==> config.mk <==
export PLATFORM = sky130hd
export DESIGN_NAME = char_property_line_parser_unit
export DESIGN_NICKNAME = d
export VERILOG_FILES = /design/src/rtl/cplp_pkg.sv /design/src/rtl/cplp_in_stage.sv /design/src/rtl/cplp_parse_core.sv /design/src/rtl/cplp_out_stage.sv /design/src/rtl/char_property_line_parser_unit.sv
export VERILOG_INCLUDE_DIRS = /design/src /design/src/rtl
export SDC_FILE = /design/constraint.sdc
export NUM_CORES = 1
export LEC_CHECK = 0
export ABC_AREA = 1
export CORE_UTILIZATION = 55
export CTS_CLUSTER_DIAMETER = 150
export DETAILED_ROUTE_END_ITERATION = 12
export DONT_BUFFER_PORTS = 1
export PLACE_DENSITY = 0.7
export REMOVE_ABC_BUFFERS = 1
export SYNTH_ARGS = -nofsm -noshare
export SYNTH_HDL_FRONTEND = slang
export SYNTH_SLANG_ARGS = --single-unit
==> constraint.sdc <==
create_clock -name clk -period 7.96 [get_ports clk]
set_input_delay 0.796 -clock clk [delete_from_list [all_inputs] [get_ports clk]]
set_output_delay 0.796 -clock clk [all_outputs]
set_load 0.05 [all_outputs]
==> src/rtl/char_property_line_parser_unit_assert.svh <==
// Assertion macros for the character property line parser.
// Included by the RTL files that carry concurrent checks; no other dependencies.
`ifndef CHAR_PROPERTY_LINE_PARSER_UNIT_ASSERT_SVH
`define CHAR_PROPERTY_LINE_PARSER_UNIT_ASSERT_SVH
`ifndef SYNTHESIS
`define CPLP_ASSERT(label, clk, rst_n, prop) \
  label: assert property (@(posedge clk) disable iff (!rst_n) prop) \
    else $error("cplp assertion failed");
`define CPLP_ASSERT_NEXT(label, clk, rst_n, pre, post) \
  label: assert property (@(posedge clk) disable iff (!rst_n) (pre) |=> (post)) \
    else $error("cplp assertion failed");
`else
`define CPLP_ASSERT(label, clk, rst_n, prop)
`define CPLP_ASSERT_NEXT(label, clk, rst_n, pre, post)
`endif
`endif

==> src/rtl/cplp_pkg.sv <==
// Shared types, constants and decode functions of the character property line parser.
// No dependencies.
`default_nettype none
package cplp_pkg;

  localparam int DIGITS_MAX_DEF  = 4;
  localparam int LETTERS_MAX_DEF = 2;

  localparam int CHAR_W = 8;
  localparam int CODE_W = 16;
  localparam int LINE_W = 20;
  localparam int CNT_W  = 2;

  localparam logic [CHAR_W-1:0] CHAR_SEMI    = 8'h3B;
  localparam logic [CHAR_W-1:0] CHAR_NEWLINE = 8'h0A;
  localparam logic [LINE_W-1:0] LINE_TOP     = {LINE_W{1'b1}};
  localparam logic [LINE_W-1:0] LINE_FIRST   = LINE_W'(1);

  typedef enum logic [1:0] {
    PH_CODE   = 2'd0,
    PH_NAME   = 2'd1,
    PH_LETTER = 2'd2,
    PH_EOL    = 2'd3
  } phase_t;

  typedef enum logic [1:0] {
    KIND_RECORD   = 2'd0,
    KIND_BAD_CODE = 2'd1,
    KIND_BAD_CAT  = 2'd2
  } kind_t;

  typedef struct packed {
    logic        ok;
    logic [3:0]  val;
  } hex_t;

  typedef struct packed {
    kind_t              kind;
    logic [CODE_W-1:0]  code_point;
    logic [CHAR_W-1:0]  letter_first;
    logic [CHAR_W-1:0]  letter_second;
    logic [CNT_W-1:0]   letter_count;
    logic [LINE_W-1:0]  line_number;
  } result_t;

  function automatic hex_t hex_decode(input logic [CHAR_W-1:0] c);
    hex_t h;
    h.ok  = 1'b1;
    h.val = 4'd0;
    if (c >= 8'h30 && c <= 8'h39) begin
      h.val = 4'(c - 8'h30);
    end else if (c >= 8'h61 && c <= 8'h66) begin
      h.val = 4'(c - 8'h57);
    end else if (c >= 8'h41 && c <= 8'h46) begin
      h.val = 4'(c - 8'h37);
    end else begin
      h.ok = 1'b0;
    end
    return h;
  endfunction

  function automatic logic is_letter(input logic [CHAR_W-1:0] c);
    return (c >= 8'h41 && c <= 8'h5A) || (c >= 8'h61 && c <= 8'h7A);
  endfunction

endpackage
`default_nettype wire

==> src/rtl/cplp_in_stage.sv <==
// Input register of the character property line parser.
// Depends on cplp_pkg.
`default_nettype none
module cplp_in_stage (
  input  wire logic                        clk,
  input  wire logic                        rst_n,
  input  wire logic                        in_valid,
  output logic                             in_stall,
  input  wire logic [cplp_pkg::CHAR_W-1:0] in_char_in,
  input  wire logic                        adv,
  output logic                             s1_valid,
  output logic [cplp_pkg::CHAR_W-1:0]      s1_char
);

  logic                        valid_r;
  logic                        valid_nxt;
  logic [cplp_pkg::CHAR_W-1:0] char_r;
  logic                        take;

  assign take      = !valid_r || adv;
  assign in_stall  = !take;
  assign valid_nxt = take ? in_valid : valid_r;

  always_ff @(posedge clk) begin
    if (!rst_n) begin
      valid_r <= 1'b0;
    end else begin
      valid_r <= valid_nxt;
    end
  end

  always_ff @(posedge clk) begin
    if (take && in_valid) begin
      char_r <= in_char_in;
    end
  end

  assign s1_valid = valid_r;
  assign s1_char  = char_r;

endmodule
`default_nettype wire

==> src/rtl/cplp_parse_core.sv <==
// Parse state machine of the character property line parser: code point, name,
// category letters, end of line. Depends on cplp_pkg and the assertion header.
`default_nettype none
`include "char_property_line_parser_unit_assert.svh"
module cplp_parse_core #(
  parameter int DIGITS_MAX  = cplp_pkg::DIGITS_MAX_DEF,
  parameter int LETTERS_MAX = cplp_pkg::LETTERS_MAX_DEF
) (
  input  wire logic                        clk,
  input  wire logic                        rst_n,
  input  wire logic                        s1_valid,
  input  wire logic [cplp_pkg::CHAR_W-1:0] s1_char,
  input  wire logic                        adv,
  output logic                             res_valid,
  output cplp_pkg::result_t                res
);

  localparam int DCNT_W = $clog2(DIGITS_MAX + 1);
  localparam int LCNT_W = $clog2(LETTERS_MAX + 1);

  cplp_pkg::phase_t            phase_r, phase_nxt;
  logic [cplp_pkg::CODE_W-1:0] acc_r, acc_nxt;
  logic [DCNT_W-1:0]           dcnt_r, dcnt_nxt;
  logic [cplp_pkg::CHAR_W-1:0] let0_r, let0_nxt;
  logic [cplp_pkg::CHAR_W-1:0] let1_r, let1_nxt;
  logic [LCNT_W-1:0]           seen_r, seen_nxt;
  logic [cplp_pkg::LINE_W-1:0] line_r, line_nxt;

  logic                        fire;
  logic                        emit;
  cplp_pkg::hex_t              hex;
  logic [cplp_pkg::CNT_W-1:0]  cnt;

  assign fire = s1_valid && adv;
  assign hex  = cplp_pkg::hex_decode(s1_char);
  assign cnt  = (32'(seen_r) > 32'd3) ? 2'd3 : cplp_pkg::CNT_W'(seen_r);

  always_ff @(posedge clk) begin
    if (!rst_n) begin
      phase_r <= cplp_pkg::PH_CODE;
      acc_r   <= '0;
      dcnt_r  <= '0;
      let0_r  <= '0;
      let1_r  <= '0;
      seen_r  <= '0;
      line_r  <= cplp_pkg::LINE_FIRST;
    end else if (fire) begin
      phase_r <= phase_nxt;
      acc_r   <= acc_nxt;
      dcnt_r  <= dcnt_nxt;
      let0_r  <= let0_nxt;
      let1_r  <= let1_nxt;
      seen_r  <= seen_nxt;
      line_r  <= line_nxt;
    end
  end

  always_comb begin
    phase_nxt         = phase_r;
    acc_nxt           = acc_r;
    dcnt_nxt          = dcnt_r;
    let0_nxt          = let0_r;
    let1_nxt          = let1_r;
    seen_nxt          = seen_r;
    line_nxt          = line_r;
    emit              = 1'b0;
    res.kind          = cplp_pkg::KIND_RECORD;
    res.code_point    = acc_r;
    res.letter_first  = (32'(seen_r) >= 32'd1) ? let0_r : '0;
    res.letter_second = (32'(seen_r) >= 32'd2) ? let1_r : '0;
    res.letter_count  = cnt;
    res.line_number   = line_r;
    unique case (phase_r)
      cplp_pkg::PH_CODE: begin
        if (hex.ok && 32'(dcnt_r) < DIGITS_MAX) begin
          acc_nxt  = {acc_r[cplp_pkg::CODE_W-5:0], hex.val};
          dcnt_nxt = dcnt_r + DCNT_W'(1);
        end else if (s1_char == cplp_pkg::CHAR_SEMI) begin
          phase_nxt = cplp_pkg::PH_NAME;
        end else begin
          emit              = 1'b1;
          res.kind          = cplp_pkg::KIND_BAD_CODE;
          res.code_point    = '0;
          res.letter_first  = '0;
          res.letter_second = '0;
          res.letter_count  = '0;
          phase_nxt         = cplp_pkg::PH_EOL;
        end
      end
      cplp_pkg::PH_NAME: begin
        if (s1_char == cplp_pkg::CHAR_SEMI) begin
          phase_nxt = cplp_pkg::PH_LETTER;
        end
      end
      cplp_pkg::PH_LETTER: begin
        if (cplp_pkg::is_letter(s1_char) && 32'(seen_r) < LETTERS_MAX) begin
          if (32'(seen_r) == 32'd0) begin
            let0_nxt = s1_char;
          end
          if (32'(seen_r) == 32'd1) begin
            let1_nxt = s1_char;
          end
          seen_nxt = seen_r + LCNT_W'(1);
        end else if (s1_char == cplp_pkg::CHAR_SEMI) begin
          emit      = 1'b1;
          res.kind  = cplp_pkg::KIND_RECORD;
          phase_nxt = cplp_pkg::PH_EOL;
        end else begin
          emit      = 1'b1;
          res.kind  = cplp_pkg::KIND_BAD_CAT;
          phase_nxt = cplp_pkg::PH_EOL;
        end
      end
      cplp_pkg::PH_EOL: begin
        if (s1_char == cplp_pkg::CHAR_NEWLINE) begin
          line_nxt  = (line_r == cplp_pkg::LINE_TOP) ? cplp_pkg::LINE_FIRST
                                                     : line_r + cplp_pkg::LINE_W'(1);
          acc_nxt   = '0;
          dcnt_nxt  = '0;
          let0_nxt  = '0;
          let1_nxt  = '0;
          seen_nxt  = '0;
          phase_nxt = cplp_pkg::PH_CODE;
        end
      end
      default: begin
        phase_nxt = cplp_pkg::PH_CODE;
      end
    endcase
  end

  assign res_valid = fire && emit;

  `CPLP_ASSERT(a_line_nonzero, clk, rst_n, line_r != '0)
  `CPLP_ASSERT(a_no_result_at_eol, clk, rst_n, !(res_valid && phase_r == cplp_pkg::PH_EOL))
  `CPLP_ASSERT_NEXT(a_result_to_eol, clk, rst_n, res_valid, phase_r == cplp_pkg::PH_EOL)
  `CPLP_ASSERT(a_seen_bound, clk, rst_n, 32'(seen_r) <= LETTERS_MAX)

endmodule
`default_nettype wire

==> src/rtl/cplp_out_stage.sv <==
// Result register of the character property line parser.
// Depends on cplp_pkg.
`default_nettype none
module cplp_out_stage (
  input  wire logic                          clk,
  input  wire logic                          rst_n,
  input  wire logic                          res_valid,
  input  wire cplp_pkg::result_t             res,
  output logic                               adv,
  output logic                               out_valid,
  input  wire logic                          out_stall,
  output logic [1:0]                         out_kind,
  output logic [cplp_pkg::CODE_W-1:0]        out_code_point,
  output logic [cplp_pkg::CHAR_W-1:0]        out_letter_first,
  output logic [cplp_pkg::CHAR_W-1:0]        out_letter_second,
  output logic [cplp_pkg::CNT_W-1:0]         out_letter_count,
  output logic [cplp_pkg::LINE_W-1:0]        out_line_number
);

  logic              valid_r;
  logic              valid_nxt;
  cplp_pkg::result_t res_r;

  assign adv       = !valid_r || !out_stall;
  assign valid_nxt = adv ? res_valid : valid_r;

  always_ff @(posedge clk) begin
    if (!rst_n) begin
      valid_r <= 1'b0;
    end else begin
      valid_r <= valid_nxt;
    end
  end

  always_ff @(posedge clk) begin
    if (adv && res_valid) begin
      res_r <= res;
    end
  end

  assign out_valid         = valid_r;
  assign out_kind          = res_r.kind;
  assign out_code_point    = res_r.code_point;
  assign out_letter_first  = res_r.letter_first;
  assign out_letter_second = res_r.letter_second;
  assign out_letter_count  = res_r.letter_count;
  assign out_line_number   = res_r.line_number;

endmodule
`default_nettype wire

==> src/rtl/char_property_line_parser_unit.sv <==
// Character property line parser: one text byte per transfer in, zero or one
// record or error per byte out.
// Channels: in_valid/in_stall carry in_char_in; out_valid/out_stall carry the
// result fields. A transfer happens on a clock edge with valid high and stall low.
// Each line is parsed as: hex code point up to DIGITS_MAX digits, ';', name
// field skipped up to ';', up to LETTERS_MAX category letters, ';'. The closing
// ';' gives a record (kind 0); a bad code point byte gives kind 1, a bad
// category byte kind 2. After a result, bytes are dropped until a newline,
// which advances the 20-bit line number (wraps to 1).
// A byte that completes a result shows it on out_* after its input transfer has
// passed the input register and then the result register.
// Throughput: one byte per cycle while out_stall stays low, set by the parse state update.
// Reset (rst_n low, synchronous) empties both registers, returns the parser to
// the code point field and sets the line number to 1.
// A stall on the output holds the result register; the input register then
// fills and in_stall rises, so no byte or result is lost.
// Depends on cplp_pkg, cplp_in_stage, cplp_parse_core and cplp_out_stage.
`default_nettype none
module char_property_line_parser_unit #(
  parameter int DIGITS_MAX  = cplp_pkg::DIGITS_MAX_DEF,
  parameter int LETTERS_MAX = cplp_pkg::LETTERS_MAX_DEF
) (
  input  wire logic                        clk,
  input  wire logic                        rst_n,
  input  wire logic                        in_valid,
  output logic                             in_stall,
  input  wire logic [cplp_pkg::CHAR_W-1:0] in_char_in,
  output logic                             out_valid,
  input  wire logic                        out_stall,
  output logic [1:0]                       out_kind,
  output logic [cplp_pkg::CODE_W-1:0]      out_code_point,
  output logic [cplp_pkg::CHAR_W-1:0]      out_letter_first,
  output logic [cplp_pkg::CHAR_W-1:0]      out_letter_second,
  output logic [cplp_pkg::CNT_W-1:0]       out_letter_count,
  output logic [cplp_pkg::LINE_W-1:0]      out_line_number
);

  logic                        adv;
  logic                        s1_valid;
  logic [cplp_pkg::CHAR_W-1:0] s1_char;
  logic                        res_valid;
  cplp_pkg::result_t           res;

  cplp_in_stage u_in (
    .clk        (clk),
    .rst_n      (rst_n),
    .in_valid   (in_valid),
    .in_stall   (in_stall),
    .in_char_in (in_char_in),
    .adv        (adv),
    .s1_valid   (s1_valid),
    .s1_char    (s1_char)
  );

  cplp_parse_core #(
    .DIGITS_MAX  (DIGITS_MAX),
    .LETTERS_MAX (LETTERS_MAX)
  ) u_core (
    .clk       (clk),
    .rst_n     (rst_n),
    .s1_valid  (s1_valid),
    .s1_char   (s1_char),
    .adv       (adv),
    .res_valid (res_valid),
    .res       (res)
  );

  cplp_out_stage u_out (
    .clk               (clk),
    .rst_n             (rst_n),
    .res_valid         (res_valid),
    .res               (res),
    .adv               (adv),
    .out_valid         (out_valid),
    .out_stall         (out_stall),
    .out_kind          (out_kind),
    .out_code_point    (out_code_point),
    .out_letter_first  (out_letter_first),
    .out_letter_second (out_letter_second),
    .out_letter_count  (out_letter_count),
    .out_line_number   (out_line_number)
  );

endmodule
`default_nettype wire
Yosys cells after proc, flatten, opt, wreduce, memory -nomap -nowiden. Index checks and enable logic that the tools add are counted.

Register bits after elaboration: 125. Latch bits: 0. RAM bits: 0. Memory bits (read-only): 0. Input port bits: 12. Memories: 0.

$add $sub $neg: 6. $mul: 0. Div/mod/pow operators: 0. Order comparisons: 12. Equal/unequal tests: 15. Shift operators: 0. Mux-type cells: 40. Bitwise logic cells: 0. Reduce and logical (&&, ||, !) cells: 28.

Operator list (number): $mux 8 (7); $mux 36 (1); $mux 35 (1); $mux 34 (1); $le 8x7->1 const B (4); $mux 16 (2); $pmux 16 s2 (1); $pmux 8 s2 (2); $add 20x1->20 const B (1); $eq 20x20->1 const B (1); $mux 20 (1); $ge 8x7->1 const B (2); $mux 2 (8); $reduce_and 5->1 (3); $mux 4 (3); $ne 2x1->1 const B (6); $logic_and 1x1->1 (11); $eq 8x4->1 const B (1); $eq 8x6->1 const B (1); $ge 8x6->1 const B (1); $le 8x6->1 const B (1); $pmux 2 s2 (2); $pmux 2 s4 (1); $reduce_and 4->1 (2); other kinds (20) (37).

Longest topological paths before layout. Gate-level depths: netlist (run 1).

Depth in word-level cells: 10. Gate-level depth with buffers: 13. Mapped depth without buffers: 12.

Modules after synthesis. Synthesis (run 1) repeated with hierarchy kept, for this count alone.

Cells, all modules: 678. Area, all modules: 5761.8 um^2.

Modules (own cells, without submodules): cplp_parse_core (times used 1, cells each 600, area each 3742.3 um^2, sequential area each 1181.1 um^2); cplp_out_stage (times used 1, cells each 62, area each 1729.2 um^2, sequential area each 1701.6 um^2); cplp_in_stage (times used 1, cells each 16, area each 290.3 um^2, sequential area each 260.2 um^2).

Worst setup path after synthesis (run 1). No wires, ideal clock.

Kind: reg-to-reg. From: register u_in.char_r, in the netlist u_in.s1_char[1]. To: register u_out.res_r, in the netlist u_out.out_code_point[0] (enable). Library setup time: 0.410 ns. Arrival: 2.384 ns. Required time: 7.550 ns. Path slack: 5.166 ns. Stages on the path, launching flop included: 12. Cell sequence: edfxtp_1 -> inv_1 -> ha_1 -> nand3_1 -> nand3_1 -> nand2_4 -> nand2_4 -> nand2_1 -> nand2_1 -> nand2_1 -> nand2_1 -> inv_1.

Longest elaborated chain between the ends: 10. Elaborated cells between the ends (all ways): 26.

Ends and longest elaborated chain: from (decl) (line cplp_in_stage.sv:17) `logic [cplp_pkg::CHAR_W-1:0] char_r;`; from (signal assigned) (line cplp_in_stage.sv:34) `char_r <= in_char_in;`; $ge 8x7->1 or $le 8x7->1 (tied branches) (line cplp_pkg.sv:54, cplp_pkg.sv:63); $logic_and 1x1->1 (line cplp_pkg.sv:54) `end else if (c >= 8'h41 && c <= 8'h46) begin`; $mux 1 (line cplp_pkg.sv:54); $mux 1 (line cplp_pkg.sv:52) `end else if (c >= 8'h61 && c <= 8'h66) begin`; $mux 1 (line cplp_pkg.sv:50) `if (c >= 8'h30 && c <= 8'h39) begin`; $logic_and 1x1->1 (line cplp_parse_core.sv:75) `if (hex.ok && 32'(dcnt_r) < DIGITS_MAX) begin`; $mux 1 (line cplp_parse_core.sv:75); $pmux 1 s2 * (line cplp_parse_core.sv:73) `unique case (phase_r)`; $logic_and 1x1->1 * (line cplp_parse_core.sv:132) `assign res_valid = fire && emit;`; $logic_and 1x1->1 * (line cplp_out_stage.sv:36) `if (adv && res_valid) begin`; to (signal assigned) (line cplp_out_stage.sv:37) `res_r <= res;`; to (decl) (line cplp_out_stage.sv:22) `cplp_pkg::result_t res_r;`.

Mark *: on every way between the ends. The rest lies on a longest branch, timed or not. A chain may end at the register's enable or synchronous reset.

Worst setup path after layout (run 1).
From: register u_in.char_r, in the netlist u_in.s1_char[0]. To: register u_core.line_r[2] (netlist bit).

Longest elaborated chain between the ends: 2.

Ends and longest elaborated chain: $eq 8x4->1 (line cplp_parse_core.sv:115) `if (s1_char == cplp_pkg::CHAR_NEWLINE) begin`; $reduce_and 3->1 (no line); to (signal assigned) (line cplp_parse_core.sv:46) `line_r <= cplp_pkg::LINE_FIRST;`; to (signal assigned) (line cplp_parse_core.sv:54) `line_r <= line_nxt;`; to (decl) (line cplp_parse_core.sv:27) `logic [cplp_pkg::LINE_W-1:0] line_r, line_nxt;`.

No other way between the ends.

==> results.md, run 1 <==
- RR Startpoint: u_in.s1_char[0]$_DFFE_PP_
- FMAX: 343 MHz
- Period utilization: 36.6%
- Die Width: 104 µm
- Clk_lat worst skew: 520 ps
- Leakage power: 2.52 nW
- Largest net degree at the start of global routing: 57
- Worst reg2reg endpoint: u_core.line_r[2]$_SDFFE_PN0P_
- Residual DRC: 0
- Initial antenna violation count: 0
- CTS root buf: clkbuf_8
- R2R Setup Slk: 5040 ps
- Buffers on Ports: 0
- Vias in the first global route: 4071
- Via Count: 4219
- Post-layout minimum cycle time: 2920 ps
- Post-DRT Antenna Nets: 0
- Setup violators final: 0
- Most frequent cells in the layout: nand2_1, nor2_1, inv_1
- Critical path launch point type: register
- Placed wire-length estimate: 7140 µm
- Final instance area: 6340 µm²
- Die Footprint: 10800 µm²
- Gr ovfl total: 0
- PwrDens: 252 nW/µm²
- Clock Path Buffers: 2
- Routed wire length: 11000 µm
- Worst path arrival time: 3330 ps
- Hold crit path type: input pin to register
- Netlist cell types: 37
- Register area: 3140 µm²
- Met2 usage: 35.4%
- Final Hold Vio Count: 0
- CORE AREA: 9950 µm²
- Io pins: 70
- Nets@finish: 699
- RSZ-0062 raised after global routing: false
- R2r worst-path depth: 8
- Inst Count DP: 788
- Cells after Synth: 680
- Wire per inst: 13.4 µm
- Met1 GRT Util: 28.0%
- N_diodes: 0
- Clock-pin slew on the worst setup and hold paths: 60 ps
- Total setup buffers inserted after CTS: 0
- Multi-input gate area: 2140 µm²
- Pre-antenna DRT Iters: 5
- RD Place Congestion: 0.885
- CTS tree: built
- Initial Util: 57.6%
- CTS resizes: 0
- Pre-CTS WS: 4990 ps
- Syn_area_per_cell: 8.44 µm²
- Peak supply drop: 0.000143 V
- CTS hold repair buffers: 0
- Non-filler instance count after layout: 820
- Layout cell share with drive strength beyond 1: 8.01%
- Gr usage total: 22.0%
- Synth warn: 0
- Final TNS setup: 0 ps
- Iteration-0 DRC Markers: 196
- Crit Path Max Fanout: 21
- # Max-Cap Violations: 0
- Clock Sink Count: 125
- Die Y: 104 µm
- Final worst setup slack: 5040 ps
- H-tree levels: 4
- Worst-margin pin slew: 1170 ps
- Seq/Total Area, Yosys: 54.8%
- Crit path required time: 8380 ps
- Hold_ws: 347 ps
- P&R area growth vs syn: 10.6%
- Worst rel slew slack: 21.9%
- Final core occ: 63.7%
- # fillers: 829
- Clock Skews: 5.71 ps
- Max Slew Vio Count: 0
- First-pass GRT wire length: 18800 µm
- Crit path kind: register to register
- Status: finished clean
- Grt met3 use: 5.95%
- Mapped Area: 5740 µm²
- Gr busiest metal: met2
- Core Rows: 36
- Cts bufs inserted: 17
- Placed Area: 5760 µm²
- Worst setup path end: u_core.line_r[2]$_SDFFE_PN0P_
- Vias per Instance: 5.15
- Synthesized flop and latch total: 125
- Setup crit end kind: register
- Total power: 1.60 mW
- Commonest non-fill, non-tap cell in the layout: nand2_1
- CP startpoint: u_in.s1_char[0]$_DFFE_PP_
-- worst max-delay path: stages (launching register included) --
cell and delay, ps:
edfxtp_1 450, inv_2 140, ha_1 160, nand2_1 60
nor2_1 160, nand4_1 730, inv_1 720, nand2_1 110
a211oi_1 260
-- cells in the mapped netlist, drive strengths merged --
library cell	instances	area [µm²]
xor2	4	35.0
nand4	12	75.1
inv	81	304
o21a	1	7.51
dfxtp	61	1220
clkbuf	7	26.3
ha	13	163
and3	1	6.26
nand3	42	248
nor3b	1	7.51
o21ai	10	50.1
and2	1	6.26
a31oi	1	6.26
a211oi	1	7.51
a21oi	28	140
nand3b	4	30.0
xnor2	2	17.5
a31o	1	8.76
nand2	179	719
or2	4	25.0
buf	18	121
edfxtp	64	1920
nor2	126	499
o211ai	1	7.51
nor3	16	80.1
clkinv	1	3.75
-- power breakdown --
part           internal [mW]  switching (mW)  total (mW)
clock network          0.476           0.279       0.756
logic                 0.0206          0.0660      0.0867
registers              0.703          0.0557       0.759
total                   1.20           0.401        1.60
-- how the worst min path moves through the flow --
| stage | startpoint | endpoint | slack, ps | cells past startpoint |
|---|---|---|---|---|
| floorplan | u_core.let0_r[7]$_SDFFE_PN0P_ | u_core.let0_r[7]$_SDFFE_PN0P_ | 440 | 2 |
| global placement | u_core.let0_r[7]$_SDFFE_PN0P_ | u_core.let0_r[7]$_SDFFE_PN0P_ | 440 | 2 |
| detailed placement | u_core.let0_r[7]$_SDFFE_PN0P_ | u_core.let0_r[7]$_SDFFE_PN0P_ | 450 | 2 |
| CTS | rst_n | u_core.line_r[0]$_SDFFE_PN1P_ | 330 | 1 |
| global route | rst_n | u_core.line_r[0]$_SDFFE_PN1P_ | 320 | 1 |
| finish | rst_n | u_core.line_r[0]$_SDFFE_PN1P_ | 350 | 1 |
-- routing by layer --
layer  part of all wire [%]  up-vias
met5                      0        -
met4                    1.6        0
met3                    5.1       18
met2                     47      118
met1                     46     1926
li1                       -     2157
-- cell type report --
| cell class | count | share of cell area, % |
|---|---|---|
| tap | 133 | 2.62 |
| multi-input combinational | 448 | 33.7 |
| inverter | 82 | 4.85 |
| sequential | 125 | 49.5 |
| clock buffer | 18 | 6.59 |
| clock inverter | 14 | 2.68 |
-- kinds of logic (layout without fill, tap and decap cells) --
group | count (synthesis) | after routing | synth area share [%]
buffers and inverters | 107 | 114 | 7.94
flip-flops | 125 | 125 | 54.8
XOR/XNOR | 6 | 6 | 0.916
AND/OR/NAND/NOR | 386 | 386 | 29.6
AO/OA/AOI/OAI | 43 | 43 | 3.97
adder cells (fa/ha/maj) | 13 | 13 | 2.83
-- sequential cells by signal, indices dropped and copies added, names as in the netlist, 8 cells and up --
| register | cells |
|---|---|
| u_out.out_letter_first | 8 |
| u_out.out_letter_second | 8 |
| u_out.out_code_point | 16 |
| u_core.acc_r | 16 |
| u_core.let1_r | 8 |
| u_core.line_r | 20 |
| u_core.let0_r | 8 |
| u_in.s1_char | 8 |
| u_out.out_line_number | 20 |
No activity file was read; power rests on OpenSTA's default activity.
==> run 2: changes to the inputs <==
--- a/config.mk
+++ b/config.mk
@@ -11,7 +11,7 @@
 export CTS_CLUSTER_DIAMETER = 150
 export DETAILED_ROUTE_END_ITERATION = 12
 export DONT_BUFFER_PORTS = 1
-export PLACE_DENSITY = 0.7
+export PLACE_DENSITY = 0.73
 export REMOVE_ABC_BUFFERS = 1
 export SYNTH_ARGS = -nofsm -noshare
 export SYNTH_HDL_FRONTEND = slang
==> constraint.sdc (replaced) <==
create_clock -name clk -period 2.4 [get_ports clk]
set_input_delay 0.24 -clock clk [delete_from_list [all_inputs] [get_ports clk]]
set_output_delay 0.24 -clock clk [all_outputs]
set_load 0.05 [all_outputs]
==> results.md, run 2 (synthesized netlist as in run 1, its figures left out) <==
- Buffers on Ports: 0
- Vias per Instance: 5.22
- Wire per inst: 13.4 µm
- Nets@finish: 725
- CTS hold repair buffers: 11
- # Max-Cap Violations: 0
- Iteration-0 DRC Markers: 249
- Placed Area: 5910 µm²
- Period utilization: 90.1%
- Final Hold Vio Count: 0
- Worst rel slew slack: 30.5%
- Placed wire-length estimate: 7450 µm
- Gr usage total: 22.2%
- Critical path launch point type: register
- Critical-path top delay cell: edfxtp_1
- Grt met3 use: 6.33%
- Largest net degree at the start of global routing: 36
- Register area: 3140 µm²
- Layout cell share with drive strength beyond 1: 9.68%
- Die Footprint: 10800 µm²
- CTS tree: built
- Gr ovfl total: 0
- P&R area growth vs syn: 15.2%
- Crit path required time: 2620 ps
- Hold crit path type: input pin to register
- Status: finished clean
- Leakage power: 2.66 nW
- Routed wire length: 11400 µm
- Met1 GRT Util: 27.5%
- Crit path cell chain: inv_1, ha_1, nand3_1, nand3_1, nand2_4, nand2_4, nand2_1, nand2_1, nand2_1, nand2_1, inv_2, buf_12
- Via Count: 4417
- RD Place Congestion: 0.938
- Slowest Stage Delay on Critical Path: 460 ps
- Crit Path Max Fanout: 32
- Most frequent cells in the layout: nand2_1, nor2_1, inv_1
- Worst path arrival time: 2380 ps
- FMAX: 462 MHz
- CTS resizes: 0
- Post-DRT Antenna Nets: 0
- Vias in the first global route: 4214
- Total power: 5.40 mW
- First-pass GRT wire length: 19200 µm
- Met2 usage: 36.2%
- Clock-pin slew on the worst setup and hold paths: 60 ps
- Core Rows: 36
- CORE AREA: 9950 µm²
- Final instance area: 6610 µm²
- Crit path buf inv count: 3
- Crit path kind: register to register
- Gr busiest metal: met2
- Die Y: 104 µm
- Crit path max-delay family: simple AND/OR/NAND/NOR gates
- Cts bufs inserted: 17
- Initial antenna violation count: 0
- Total setup buffers inserted after CTS: 0
- Clock Path Buffers: 2
- Peak supply drop: 0.000438 V
- N_diodes: 0
- Commonest non-fill, non-tap cell in the layout: nand2_1
- Io pins: 70
- Post-layout minimum cycle time: 2160 ps
- RSZ-0062 raised after global routing: false
- Residual DRC: 0
- Clock Sink Count: 125
- Initial Util: 57.6%
- Clock Skews: 6.02 ps
- Pre-antenna DRT Iters: 5
- PwrDens: 817 nW/µm²
- # fillers: 791
- Setup violators final: 0
- Die Width: 104 µm
- Setup crit end kind: register
- Multi-input gate area: 2140 µm²
- CTS root buf: clkbuf_8
- Max Slew Vio Count: 0
- Final core occ: 66.4%
- Most frequent CP cell: nand2_1
- Worst-margin pin slew: 1040 ps
- Hold_ws: 336 ps
- H-tree levels: 4
- Clk_lat worst skew: 520 ps
[run 2: area by class of cell]
type	instances	area share [%]
timing repair buffer	26	3.94
multi-input combinational	448	32.4
inverter	82	4.66
sequential	125	47.6
tap	133	2.52
clock inverter	11	2.12
clock buffer	21	6.82
[run 2: worst paths after layout]
path,from,to,slack (ps),cells after the start
max,u_in.s1_char[1]$_DFFE_PP_,u_out.out_kind[1]$_DFFE_PP_,240,12
min,in_char_in[1],u_in.s1_char[1]$_DFFE_PP_,340,1
max reg2reg,u_in.s1_char[1]$_DFFE_PP_,u_out.out_kind[1]$_DFFE_PP_,240,12
min reg2reg,u_core.let1_r[7]$_SDFFE_PN0P_,u_core.let1_r[7]$_SDFFE_PN0P_,460,2
[run 2: metrics by stage]
step | setup TNS [ps] | instances | worst slack, ps
finish | 0 | 846 | 237
detailed placement | 0 | 803 | 246
floorplan | -22660 | 655 | -405
CTS | 0 | 846 | 229
global placement | 0 | 803 | 400
global route | 0 | 846 | 56.9
[run 2: where the power goes]
group | switching (mW) | internal [mW]
clock | 0.901 | 1.64
combinational | 0.240 | 0.108
sequential | 0.182 | 2.33
[run 2: worst reg2reg max path, cell delays in order, from the launching register on]
cell      delay (ps)
edfxtp_1         460
inv_1            130
ha_1             210
nand3_1          110
nand3_1          120
nand2_4          130
nand2_4           80
nand2_1           60
nand2_1           70
nand2_1           70
nand2_1           80
inv_2            110
buf_12           210
[run 2: layer usage]
layer	vias to the layer above	part of all wire [%]
met2	156	48
met3	22	5.7
met4	0	2.0
met5	-	0
met1	2036	44
li1	2203	-
